[src/rtl/leb_pkg.sv]
package leb_pkg;

  localparam int CNT_W  = 7;
  localparam int CHAR_W = 8;
  localparam int KEY_W  = 16;

  localparam logic [CHAR_W-1:0] ASC_ENTER    = 8'h0D;
  localparam logic [CHAR_W-1:0] ASC_ESC      = 8'h1B;
  localparam logic [CHAR_W-1:0] ASC_BS       = 8'h08;
  localparam logic [CHAR_W-1:0] ASC_EXT      = 8'h00;
  localparam logic [CHAR_W-1:0] ASC_PRINT_LO = 8'h20;
  localparam logic [CHAR_W-1:0] ASC_PRINT_HI = 8'h7F;

  localparam logic [CHAR_W-1:0] SC_LEFT  = 8'h4B;
  localparam logic [CHAR_W-1:0] SC_RIGHT = 8'h4D;
  localparam logic [CHAR_W-1:0] SC_HOME  = 8'h47;
  localparam logic [CHAR_W-1:0] SC_END   = 8'h4F;
  localparam logic [CHAR_W-1:0] SC_DEL   = 8'h53;

  localparam logic [CNT_W-1:0] MAX_LENGTH_RESET = 7'd64;

  typedef enum logic [5:0] {
    S_IDLE  = 6'b000001,
    S_RM_RD = 6'b000010,
    S_RM_WR = 6'b000100,
    S_IN_RD = 6'b001000,
    S_IN_WR = 6'b010000,
    S_EMIT  = 6'b100000
  } state_t;

endpackage

[src/rtl/line_edit_buffer.sv]
// One-line text editor driven by 16-bit PC key codes (scan code high, ASCII low).
// A key is taken when start is high and busy is low; every result word is shown
// for exactly one cycle with strobe high and cannot be held off by the receiver.
// Cursor keys, Escape, ignored keys and refused characters leave busy low, and the
// status word appears in the next cycle. The text lives in one single-port-per-direction
// memory, so shifting moves one character at a time, reading it in one state and
// writing it in the next: an insertion moves the characters from the cursor on up
// by one place, and a Backspace or Delete moves those after the removed one down.
// Enter on a non-empty line reads one character per cycle and emits line_length
// words, the last one with the last flag.
module line_edit_buffer
  import leb_pkg::*;
#(
  parameter int LINE_DEPTH = 64
) (
  input  logic              clk,
  input  logic              rst,
  input  logic              start,
  output logic              busy,
  input  logic [KEY_W-1:0]  key_code,
  input  logic              cfg_write,
  input  logic [CNT_W-1:0]  cfg_data,
  output logic              strobe,
  output logic              kind,
  output logic [CHAR_W-1:0] char_out,
  output logic              last,
  output logic [CNT_W-1:0]  cursor_pos,
  output logic [CNT_W-1:0]  line_length,
  output logic              quit_request
);

  localparam int AW = $clog2(LINE_DEPTH);
  localparam logic [CNT_W-1:0] DEPTH_C = CNT_W'(LINE_DEPTH);

  state_t state;

  logic [CHAR_W-1:0] text_store [LINE_DEPTH];
  logic [CHAR_W-1:0] rd_data;
  logic              rd_en;
  logic [AW-1:0]     rd_addr;
  logic              wr_en;
  logic [AW-1:0]     wr_addr;
  logic [CHAR_W-1:0] wr_data;

  logic [CNT_W-1:0]  max_length;
  logic [CNT_W-1:0]  cursor;
  logic [CNT_W-1:0]  length;
  logic [CNT_W-1:0]  idx;
  logic [CNT_W-1:0]  emit_n;
  logic [CHAR_W-1:0] ins_char;
  logic              out_strobe;
  logic              out_kind;
  logic              out_last;
  logic              out_quit;

  logic [CNT_W-1:0]  room;
  logic [CHAR_W-1:0] key_asc;
  logic [CHAR_W-1:0] key_scan;
  logic [CNT_W-1:0]  idx_inc;
  logic [CNT_W-1:0]  idx_dec;

  assign room     = (max_length < DEPTH_C) ? max_length : DEPTH_C;
  assign key_asc  = key_code[CHAR_W-1:0];
  assign key_scan = key_code[KEY_W-1:CHAR_W];
  assign idx_inc  = idx + CNT_W'(1);
  assign idx_dec  = idx - CNT_W'(1);

  always_comb begin
    rd_en   = 1'b0;
    rd_addr = idx[AW-1:0];
    wr_en   = 1'b0;
    wr_addr = idx[AW-1:0];
    wr_data = rd_data;
    unique case (state)
      S_RM_RD: begin
        rd_en   = (idx_inc < length);
        rd_addr = idx_inc[AW-1:0];
      end
      S_RM_WR: begin
        wr_en = 1'b1;
      end
      S_IN_RD: begin
        if (idx > cursor) begin
          rd_en   = 1'b1;
          rd_addr = idx_dec[AW-1:0];
        end else begin
          wr_en   = 1'b1;
          wr_addr = cursor[AW-1:0];
          wr_data = ins_char;
        end
      end
      S_IN_WR: begin
        wr_en = 1'b1;
      end
      S_EMIT: begin
        rd_en = 1'b1;
      end
      default: begin
      end
    endcase
  end

  always_ff @(posedge clk) begin
    if (wr_en) begin
      text_store[wr_addr] <= wr_data;
    end
    if (rd_en) begin
      rd_data <= text_store[rd_addr];
    end
  end

  always_ff @(posedge clk) begin
    if (rst) begin
      max_length <= MAX_LENGTH_RESET;
    end else if (cfg_write) begin
      max_length <= cfg_data;
    end
  end

  always_ff @(posedge clk) begin
    if (rst) begin
      state      <= S_IDLE;
      cursor     <= '0;
      length     <= '0;
      idx        <= '0;
      emit_n     <= '0;
      ins_char   <= '0;
      out_strobe <= 1'b0;
      out_kind   <= 1'b0;
      out_last   <= 1'b0;
      out_quit   <= 1'b0;
    end else begin
      out_strobe <= 1'b0;
      unique case (state)
        S_IDLE: begin
          if (start) begin
            out_strobe <= 1'b1;
            out_kind   <= 1'b0;
            out_last   <= 1'b1;
            out_quit   <= 1'b0;
            priority if (key_asc == ASC_ENTER) begin
              if (length != '0) begin
                out_strobe <= 1'b0;
                emit_n     <= length;
                idx        <= '0;
                length     <= '0;
                cursor     <= '0;
                state      <= S_EMIT;
              end
            end else if (key_asc == ASC_ESC) begin
              if (length != '0) begin
                length <= '0;
                cursor <= '0;
              end else begin
                out_quit <= 1'b1;
              end
            end else if (key_asc == ASC_BS) begin
              if (cursor != '0) begin
                out_strobe <= 1'b0;
                cursor     <= cursor - CNT_W'(1);
                idx        <= cursor - CNT_W'(1);
                state      <= S_RM_RD;
              end
            end else if (key_asc == ASC_EXT) begin
              priority if (key_scan == SC_LEFT) begin
                if (cursor != '0) begin
                  cursor <= cursor - CNT_W'(1);
                end
              end else if (key_scan == SC_RIGHT) begin
                if (cursor < length) begin
                  cursor <= cursor + CNT_W'(1);
                end
              end else if (key_scan == SC_HOME) begin
                cursor <= '0;
              end else if (key_scan == SC_END) begin
                cursor <= length;
              end else if (key_scan == SC_DEL) begin
                if (cursor < length) begin
                  out_strobe <= 1'b0;
                  idx        <= cursor;
                  state      <= S_RM_RD;
                end
              end else begin
              end
            end else if (key_asc >= ASC_PRINT_LO && key_asc < ASC_PRINT_HI &&
                         length < room) begin
              out_strobe <= 1'b0;
              ins_char   <= key_asc;
              idx        <= length;
              state      <= S_IN_RD;
            end else begin
            end
          end
        end
        S_RM_RD: begin
          if (idx_inc < length) begin
            state <= S_RM_WR;
          end else begin
            length     <= length - CNT_W'(1);
            out_strobe <= 1'b1;
            out_kind   <= 1'b0;
            out_last   <= 1'b1;
            out_quit   <= 1'b0;
            state      <= S_IDLE;
          end
        end
        S_RM_WR: begin
          idx   <= idx_inc;
          state <= S_RM_RD;
        end
        S_IN_RD: begin
          if (idx > cursor) begin
            state <= S_IN_WR;
          end else begin
            cursor     <= cursor + CNT_W'(1);
            length     <= length + CNT_W'(1);
            out_strobe <= 1'b1;
            out_kind   <= 1'b0;
            out_last   <= 1'b1;
            out_quit   <= 1'b0;
            state      <= S_IDLE;
          end
        end
        S_IN_WR: begin
          idx   <= idx_dec;
          state <= S_IN_RD;
        end
        S_EMIT: begin
          out_strobe <= 1'b1;
          out_kind   <= 1'b1;
          out_quit   <= 1'b0;
          out_last   <= (idx_inc == emit_n);
          idx        <= idx_inc;
          if (idx_inc == emit_n) begin
            state <= S_IDLE;
          end
        end
        default: begin
          state <= S_IDLE;
        end
      endcase
    end
  end

  assign busy         = (state != S_IDLE);
  assign strobe       = out_strobe;
  assign kind         = out_kind;
  assign char_out     = out_kind ? rd_data : '0;
  assign last         = out_last;
  assign cursor_pos   = cursor;
  assign line_length  = length;
  assign quit_request = out_quit;

  // The cursor never passes the end of the line, and the line never outgrows the store.
  a_cursor_in_line: assert property (@(posedge clk) disable iff (rst)
    cursor <= length)
    else $error("cursor beyond end of line");

  a_length_in_store: assert property (@(posedge clk) disable iff (rst)
    length <= DEPTH_C)
    else $error("line longer than store");

  // Status words always close their key, and sent characters report a cleared line.
  a_status_last: assert property (@(posedge clk) disable iff (rst)
    strobe && !kind |-> last && char_out == '0)
    else $error("status word without last flag");

  a_emit_cleared: assert property (@(posedge clk) disable iff (rst)
    strobe && kind |-> cursor_pos == '0 && line_length == '0 && !quit_request)
    else $error("sent character with non-cleared line");

  // Quit is only requested for an empty line.
  a_quit_empty: assert property (@(posedge clk) disable iff (rst)
    strobe && quit_request |-> line_length == '0 && !kind)
    else $error("quit requested on non-empty line");

endmodule
[config.mk]
export PLATFORM = sky130hd
export DESIGN_NAME = line_edit_buffer
export DESIGN_NICKNAME = d
export VERILOG_FILES = /design/src/rtl/leb_pkg.sv /design/src/rtl/line_edit_buffer.sv
export SDC_FILE = /design/constraint.sdc
export NUM_CORES = 1
export LEC_CHECK = 0
export BUFFER_PORTS_ARGS = -buffer_cell sky130_fd_sc_hd__buf_2
export CAP_MARGIN = 20
export CORE_MARGIN = 5
export CORE_UTILIZATION = 48
export CTS_CLUSTER_DIAMETER = 80
export DETAILED_ROUTE_END_ITERATION = 6
export RECOVER_POWER = 50
export SETUP_SLACK_MARGIN = 0.1
export SLEW_MARGIN = 20
export SYNTH_ARGS = -nofsm -noshare
export SYNTH_HDL_FRONTEND = slang
export SYNTH_SLANG_ARGS = --single-unit
[constraint.sdc]
create_clock -name clk -period 4.82 [get_ports clk]
set_clock_uncertainty 0.1 [all_clocks]
set_input_delay 0.964 -clock clk [delete_from_list [all_inputs] [get_ports clk]]
set_output_delay 0.964 -clock clk [all_outputs]
set_load 0.03 [all_outputs]
## After elaboration in Yosys (flattened, before gate mapping)

Memories as Yosys holds them, arrays and structs flattened. A register that Yosys moved wholly into a read port is not among the register bits.
Cells that the tools add are included.

- Add/sub/neg operators: 6
- Multiply operators: 0
- Div/mod/pow operators: 0
- Order comparisons: 7
- Equal/unequal tests: 34
- Shift operators: 0
- Mux-type cells: 96
- Bitwise gates (word level): 4
- Reduce and logical (&&, ||, !) cells: 18

Operators by type and width:

| kind | count |
|---|---|
| 2-to-1 mux 7 bit | 34 |
| 2-to-1 mux 6 bit | 18 |
| one-hot mux 7 bit (3 select lines) | 2 |
| equality test 8 x 7 -> 1 bit (second input constant) | 5 |
| != test 5 bit (second input constant) | 8 |
| one-hot mux 6 bit (6 select lines) | 1 |
| 2-to-1 mux 1 bit | 28 |
| 2-to-1 mux 8 bit | 3 |
| AND reduction 12 bit | 2 |
| adder 7 x 1 -> 7 bit (second input constant) | 3 |
| < comparator 7 bit | 3 |
| subtractor 7 x 1 -> 7 bit (second input constant) | 3 |
| equality test 8 x 4 -> 1 bit (second input constant) | 2 |
| one-hot mux 1 bit (4 select lines) | 4 |
| one-hot mux 7 bit (2 select lines) | 1 |
| nonzero test 7 bit | 2 |
| one-hot mux 6 bit (2 select lines) | 1 |
| != test 3 bit (second input constant) | 3 |
| equality test 8 x 5 -> 1 bit (second input constant) | 1 |
| greater-or-equal comparator 8 x 6 -> 1 bit (second input constant) | 1 |
| zero test 8 bit | 1 |
| < comparator 8 x 7 -> 1 bit (second input constant) | 1 |
| != test 2 bit (second input constant) | 4 |
| != test 8 bit (second input constant) | 1 |
| 26 further kinds | 33 |

- Bits in registers: 53
- Bits in latches: 0
- RAM bits: 512
- Bits in read-only memories: 0
- Bits of input ports: 27
- Word-level logic and storage cells: 177
- Memories kept: 1

Memories:

| memory | depth | bits a word | read ports | clocked after Yosys merged registers in | write ports | line | text |
|---|---|---|---|---|---|---|---|
| text_store | 64 | 8 | 1 | 1 | 1 | line_edit_buffer.sv:37 | `logic [CHAR_W-1:0] text_store [LINE_DEPTH];` |

## Longest topological paths before layout

Gate-level depths: netlist (run 1).

- Depth in word-level cells: 13
- Mapped depth: 20
- Gate-level depth less buffers: 13

## Worst setup path before layout (run 1)

No wires, ideal clock.

- Path kind: register -> register
- Start point: register cursor[4], in the netlist cursor_pos[4]
- End point: register rd_data[1] (read register of text_store) (data pin)
- Library setup time: 272 ps
- Arrival: 4,064 ps
- Data required time: 4,448 ps
- Path slack: 385 ps
- Stages on the path, launching flop included: 18
- Path buffers: 5
- Cell sequence: dfxtp_1 -> clkbuf_1 -> inv_1 -> ha_1 -> a211o_1 -> a21o_1 -> o21ai_1 -> and3_1 -> buf_2 -> a21o_1 -> buf_2 -> buf_2 -> buf_2 -> mux2i_1 -> o22ai_1 -> or4_1 -> nand2_1 -> o211ai_1

- Longest elaborated chain between the ends: 3
- Elaborated cells between the ends (all ways): 5
- Classes of those cells: order compare: 1; mux: 4

Ends and longest elaborated chain:

| element | line | text |
|---|---|---|
| start, declared | line_edit_buffer.sv:46 | `logic [CNT_W-1:0] cursor;` |
| start signal, assigned | line_edit_buffer.sv:160 | `cursor <= cursor - CNT_W'(1);` |
| start signal, assigned | line_edit_buffer.sv:167 | `cursor <= cursor - CNT_W'(1);` |
| start signal, assigned | line_edit_buffer.sv:171 | `cursor <= cursor + CNT_W'(1);` |
| > comparator 7 bit (*) | line_edit_buffer.sv:83 | `if (idx > cursor) begin` |
| 2-to-1 mux 1 bit or 2-to-1 mux 6 bit (tied branches) | line_edit_buffer.sv:83 |  |
| one-hot mux 1 bit (3 select lines) or one-hot mux 6 bit (2 select lines) (tied branches) | line_edit_buffer.sv:74 | `unique case (state)` |
| end, declared | line_edit_buffer.sv:38 | `logic [CHAR_W-1:0] rd_data;` |

Mark *: on every way between the ends. The rest lies on a longest branch, timed or not.
A chain may end at the register's enable or synchronous reset.

## Final worst setup path (run 1)

- Start point: register cursor[6], in the netlist cursor_pos[6]
- End point: register rd_data[3] (read register of text_store) (data pin)

Same word-level chain as after synthesis.

==> run metrics, run 1 <==
GP Congestion=0.938; Cells after Synth=1820; final number of hold-violating endpoints=0; # rows=83; Setup Buffers After CTS=0; routed length per instance=25.8 um; Area Overhead vs Synth=15.1%; largest net degree at the start of global routing=65; Reg clk slew, reported paths=0.06 ns; Worst-Skew Late Latency=0.63 ns; Post-synth top flop=edfxtp_1; # IOs=54; Post-synth EDFFs=520; yosys warns=0; most frequent cells after synthesis=520 x edfxtp_1, 237 x mux2i_1, 166 x nand2_1, 139 x nor2_1, 92 x o22ai_1; f_max=0.218 GHz; Critical Path AT=4.84 ns; dominant cells by area after synthesis=edfxtp_1 63%, mux2i_1 9.5%, dfxtp_1 4.3%, nand2_1 2.5%, o22ai_1 2.3%; first-pass GRT wire length=103 mm; via count=16.3k; Hold-fix buffers, CTS=0; period utilization=0.951; # port buffers=53; CP endpoint kind=register; placed cell areas=26700 um2; worst-margin pin slew=2.03 ns; mean post-synth cell area=13.7 um2; status=complete, but fails checks; ratio of cells with drive above 1 in the final layout=0.137; Slew headroom=-0.353; antenna-violating nets left=0; initial antenna violation count=2; core area=51400 um2; Antenna diodes=0; failing checks=max-capacitance violations, max-slew violations; vias in the first global route=15.9k; 1st-pass router iterations=6; Buf/Inv on CP=5; top-count cell post-synth=edfxtp_1; ys async rst share=0; flops & latches, synth=573; Final HPWL DP=46.6 mm; Die Wd=238 um; syn_nets=1882; non-filler cells, final=2698; RSZ-0062 raised after global routing=yes; element type at the critical path start=register; CTS sink count=573; CTS buffer count=59; total of max-cap violations=2; WP data required=5.08 ns; Power Density=441 nW/um2; maximum VDD drop=0.305 mV; Vias/cell=6.03; Tot Pwr=12700 uW; Crit path max-delay family=simple AND/OR/NAND/NOR gates; Vert. Die Dim=238 um; grt ovf=0; Design Area, Final=28700 um2; die area=56600 um2; total wire length=69.5 mm; slowest cell on the critical path=nor4_1; clock root buffer=clkbuf_16; cell breakdown of the critical path=inv_1, ha_1, nand4_1, a21o_1, a2111oi_2, buf_4, nor3_2, o21ai_0, buf_4, or2_2, buf_4, buf_4, o22ai_1, nor4_1, nor2b_1, or3_1; Setup TNS=0 ns; GRT Total Usage=0.241; Initial Util=0.485; DR iter-0 viols=1708; Final Max Slew Viols=78; mapped cell area=25000 um2; placed insts=2587; critical path class=reg2reg; Synth area leader=edfxtp_1; nets@finish=2030; H-tree depth=2; CTS tree=built; Yosys top cell area share=0.626; Yosys cell types=80; worst-path maximum fanout=11; Min-Delay Path Class=reg2reg; WHS=0.371 ns; CTS max path bufs=3; crit-path most repeated cell=buf_4; Seq/Total Area, Yosys=0.668; Tmin final=4.58 ns; Worst path max stage delay=0.46 ns; DRC=0; Final Setup Violations=0; Leakage Power=0.0104 uW
==> cell type report <==
class / count / area [um2]
clock buffer: 72 / 1570
inverter: 30 / 113
clock inverter: 39 / 479
sequential: 573 / 16700
fill: 4244 / 22700
timing repair buffer: 181 / 1220
tap: 680 / 851
multi-input combinational: 1123 / 7800
==> metal layers <==
metal,share of wire,vias to the layer above,wire (um),GRT usage
li1,-,7362,-,-
met1,0.44,8171,30400,0.347
met2,0.47,586,32400,0.377
met3,0.068,136,4720,0.0489
met4,0.028,6,1940,0.0668
met5,0.00052,-,36,0
==> cell families after synthesis <==
group,share of synthesized area
mux,0.0973
flops,0.668
compound gates,0.0923
buf+inv,0.0228
simple gates,0.0908
xor+xnor,0.0105
fa+ha+maj,0.0179
==> worst register-to-register path, delay by kind of cell (launching register included) <==
kind / cells / cell delay, ns
AND/OR/NAND/NOR: 6 / 1.55
buffers and inverters: 5 / 0.96
AO/OA/AOI/OAI: 4 / 0.93
flip-flops: 1 / 0.45
adder cells (fa/ha/maj): 1 / 0.33
==> power by group <==
| part | total, uW | switching, uW | internal (uW) | leakage [uW] |
|---|---|---|---|---|
| Clock | 4820 | 1920 | 2900 | 0.00100 |
| Combinational | 2300 | 1490 | 806 | 0.00431 |
| Sequential | 5560 | 40.9 | 5520 | 0.00510 |
| Total | 12700 | 3450 | 9230 | 0.0104 |
==> worst paths after layout <==
kind | slack (ns) | depth (start not counted) | end | from
hold reg to reg | 0.37 | 2 | quit_request | quit_request
setup / recovery | 0.24 | 16 | rd_data[3] | cursor_pos[6]
setup reg to reg | 0.24 | 16 | rd_data[3] | cursor_pos[6]
hold / removal | 0.37 | 2 | quit_request | quit_request
==> repair_timing <==
action                     4_1_cts  5_1_grt
resized for setup                1       11
setup endpoints to repair        3        8
hold endpoints to repair         0        0
==> stage by stage <==
| stage | utilization | worst slack, ns |
|---|---|---|
| after global placement | 0.520 | 0.0618 |
| after floorplan | - | 0.385 |
| after global routing | 0.559 | 0.0263 |
| after CTS | 0.560 | 0.116 |
| final | 0.559 | 0.235 |
| after detailed placement | 0.520 | 0.0400 |
==> cell usage in the layout (no fill, tap or decap), types with 11 or more instances in the layout <==
cell       synthesis  final
edfxtp_1         520    520
mux2i_1          237    237
nand2_1          166    163
nor2_1           139    139
buf_4             10    107
o22ai_1           92     92
a21oi_1           63     62
clkbuf_16          0     61
dfxtp_1           53     53
clkbuf_1          46     44
nand3_1           36     36
ha_1              34     34
o21ai_0           29     29
buf_2             31     28
inv_1             26     26
xnor2_1           21     21
nor3_1            20     19
o211ai_1          19     19
clkinv_1           4     17
o32ai_1           16     16
nor4_1            23     15
a31oi_1           15     15
a21o_1            15     14
and2_1            15     11
a211oi_1          11     11
or3_1             11     11
clkinv_2           0     11
bufinv_16          0     11
==> registers in the layout (all words and copies together) (netlist names) <==
register	flops
last	1
max_length	7
line_length	7
rd_data	8
strobe	1
kind	1
idx	7
emit_n	7
ins_char	8
cursor_pos	7
text_store	512
quit_request	1
state	6
Power figures use the tool's default switching activity.
==> run 2, diff against run 1 <==
Settings changed: REMOVE_ABC_BUFFERS set to 1.
Clock period 4.82 ns to 5.8 ns, I/O delays scaled along.
==> run 2 against run 1 <==
  * The flow still finishes with violations (max-capacitance violations, max-slew violations)
  * Sequential power shrank 17%
  * Via count decreased by 1.8%
  * Global-route usage decreased by 0.66 points
  * First-iteration DRC count down 15%
  * Critical path type unchanged
  * Routed wire length shrank 2.1%
  * Die area did not move
  * Largest cell class unchanged
  * Critical endpoint is now rd_data[1]
  * Non-clock buffer count shrank 79
  * Maximum frequency fell by 16%
==> run metrics, run 2 (synthesized netlist as in run 1, its figures left out) <==
period utilization=0.945 (was 0.951); Min-Delay Path Class=reg2reg (unchanged); Critical Path AT=5.72 ns (was 4.84 ns); Met1 Wirelength=28.8 mm (was 30.4 mm); CTS sink count=573 (unchanged); maximum VDD drop=0.221 mV (was 0.305 mV); Vias/cell=6.10 (was 6.03); Initial Util=0.485 (unchanged); Tmin final=5.48 ns (was 4.58 ns); WP data required=6.04 ns (was 5.08 ns); nets@finish=1951 (was 2030); Area Overhead vs Synth=12.5% (was 15.1%); H-tree depth=2 (unchanged); initial antenna violation count=0 (was 2); failing checks=max-capacitance violations, max-slew violations (unchanged); most frequent cells in the layout=520 x edfxtp_1, 237 x mux2i_1, 165 x nand2_1, 139 x nor2_1, 92 x o22ai_1 (was 520 x edfxtp_1, 237 x mux2i_1, 163 x nand2_1, 139 x nor2_1, 107 x buf_4); die area=56600 um2 (unchanged); # rows=83 (unchanged); clock root buffer=clkbuf_16 (unchanged); end of the critical path=rd_data[1] (was rd_data[3]); flop2flop setup slack=0.32 ns (was 0.24 ns); Vert. Die Dim=238 um (unchanged); CP endpoint kind=register (unchanged); first-pass GRT wire length=100 mm (was 103 mm); RSZ-0062 raised after global routing=no (was yes); reg-to-reg endpoint=rd_data[1] (was rd_data[3]); CTS tree=built (unchanged); Worst-Skew Late Latency=0.62 ns (was 0.63 ns); GP Congestion=0.876 (was 0.938); WL met3=4.97 mm (was 4.72 mm); Tot Pwr=10600 uW (was 12700 uW); CTS buffer count=59 (unchanged); Final Max Slew Viols=124 (was 78); grt ovf=0 (unchanged); Setup Slack @ Placement=0.420 ns (was 0.0400 ns); CTS max path bufs=3 (unchanged); Leakage Power=0.00999 uW (was 0.0104 uW); total of max-cap violations=4 (was 2); status=complete, but fails checks (unchanged); final number of hold-violating endpoints=0 (unchanged); routed length per instance=26.0 um (was 25.8 um); Reg clk slew, reported paths=0.06 ns (about the same); max reg flops=512 (unchanged); Setup Buffers After CTS=0 (unchanged); Power Density=376 nW/um2 (was 441 nW/um2); critical path class=reg2reg (unchanged); fin util=0.546 (was 0.559); # port buffers=53 (unchanged); ratio of cells with drive above 1 in the final layout=0.101 (was 0.137); cell breakdown of the critical path=inv_1, ha_1, a211o_1, a21oi_1, a211oi_1, o221ai_1, nor2_2, nand2_1, o22ai_1, nor4_1, o221a_2, o211ai_1 (was inv_1, ha_1, nand4_1, a21o_1, a2111oi_2, buf_4, nor3_2, o21ai_0, buf_4, or2_2, buf_4, buf_4, o22ai_1, nor4_1, nor2b_1, or3_1); worst-path maximum fanout=17 (was 11); total wire length=68.0 mm (was 69.5 mm); non-filler cells, final=2619 (was 2698); largest net degree at the start of global routing=72 (was 65); FF-to-FF Start=cursor_pos[5] (was cursor_pos[6]); Crit path max-delay family=compound AO/OA/AOI/OAI gates (was simple AND/OR/NAND/NOR gates); Top Registers=text_store (512), ins_char (8), rd_data (8) (unchanged); Crit. Startpoint=cursor_pos[5] (was cursor_pos[6]); 1st-pass router iterations=7 (was 6); commonest non-fill, non-tap cell in the layout=edfxtp_1 (unchanged); CTS resizes=0 (was 1); WHS=0.359 ns (was 0.371 ns); Antenna diodes=0 (unchanged); via count=16.0k (was 16.3k); DR iter-0 viols=1450 (was 1708); f_max=0.182 GHz (was 0.218 GHz); largest reg by FF count=text_store (unchanged); Buf/Inv on CP=1 (was 5); metal2 WL=31.1 mm (was 32.4 mm); core area=51400 um2 (unchanged); Final Setup Violations=0 (unchanged); Die Wd=238 um (unchanged); vias in the first global route=15.4k (was 15.9k); element type at the critical path start=register (unchanged); worst-margin pin slew=2.10 ns (was 2.03 ns); antenna-violating nets left=0 (unchanged); Critical Path Stages=12 (was 16); Worst path max stage delay=0.93 ns (was 0.46 ns); Final HPWL DP=44.0 mm (was 46.6 mm); Hold-fix buffers, CTS=0 (unchanged); placed insts=2508 (was 2587); # IOs=54 (unchanged); final setup slack of the worst path=0.318 ns (was 0.235 ns); DRC=0 (unchanged); Highest Signal Layer=met4 (was met5); Register-to-Register Path Depth=12 (was 16); Slew headroom=-0.403 (was -0.353); slowest cell on the critical path=o221ai_1 (was nor4_1); GRT Total Usage=0.234 (was 0.241)
[run 2: changes by cell type in the layout (fill, tap and decap cells not counted), sizes merged]
cell      before  now
buf          141   63
clkbuf       112  105
clkinvlp       1    5
bufinv        11   13
clkinv        29   27
inv           28   30
[run 2: where the power goes]
| group | switching (uW) | internal (uW) | total [uW] |
|---|---|---|---|
| combinational | 1190 | 613 | 1800 |
| sequential | 39.2 | 4590 | 4630 |
| clock | 1640 | 2480 | 4130 |
[run 2: worst register-to-register path: stages, from the launching register on]
cell and delay [ns]:
dfxtp_1 0.53, inv_1 0.16, ha_1 0.25, a211o_1 0.30
a21oi_1 0.33, a211oi_1 0.13, o221ai_1 0.93, nor2_2 0.30
nand2_1 0.78, o22ai_1 0.24, nor4_1 0.64, o221a_2 0.39
o211ai_1 0.11
[run 2: layout make-up]
| cell class | instances | area (um2) |
|---|---|---|
| fillers | 4246 | 23300 |
| multi-input cells | 1123 | 7720 |
| well taps | 680 | 851 |
| clock inverters | 45 | 608 |
| repair buffers | 102 | 583 |
| clock buffers | 66 | 1520 |
| flip-flops and latches | 573 | 16700 |
| inverters | 30 | 113 |
[run 2: metrics by stage]
| step | instance area, um2 | setup TNS [ns] |
|---|---|---|
| finish | 28100 | 0 |
| detailed placement | 26000 | 0 |
| floorplan | 24500 | -32.53 |
| CTS | 28200 | 0 |
| global route | 28100 | 0 |
| global placement | 26000 | 0 |
[run 2: worst min-delay path by stage]
stage | start | endpoint | slack [ns] | cells after the start
finish | quit_request | quit_request | 0.36 | 2
global route | quit_request | quit_request | 0.37 | 2
CTS | quit_request | quit_request | 0.36 | 2
detailed placement | quit_request | quit_request | 0.35 | 2
global placement | quit_request | quit_request | 0.35 | 2
floorplan | ins_char[7] | ins_char[7] | 0.35 | 1
[run 2: per-layer routing]
metal	track usage	up-vias
li1	-	7213
met1	0.327	7974
met2	0.365	635
met3	0.0421	154
met4	0.101	0
met5	0	-
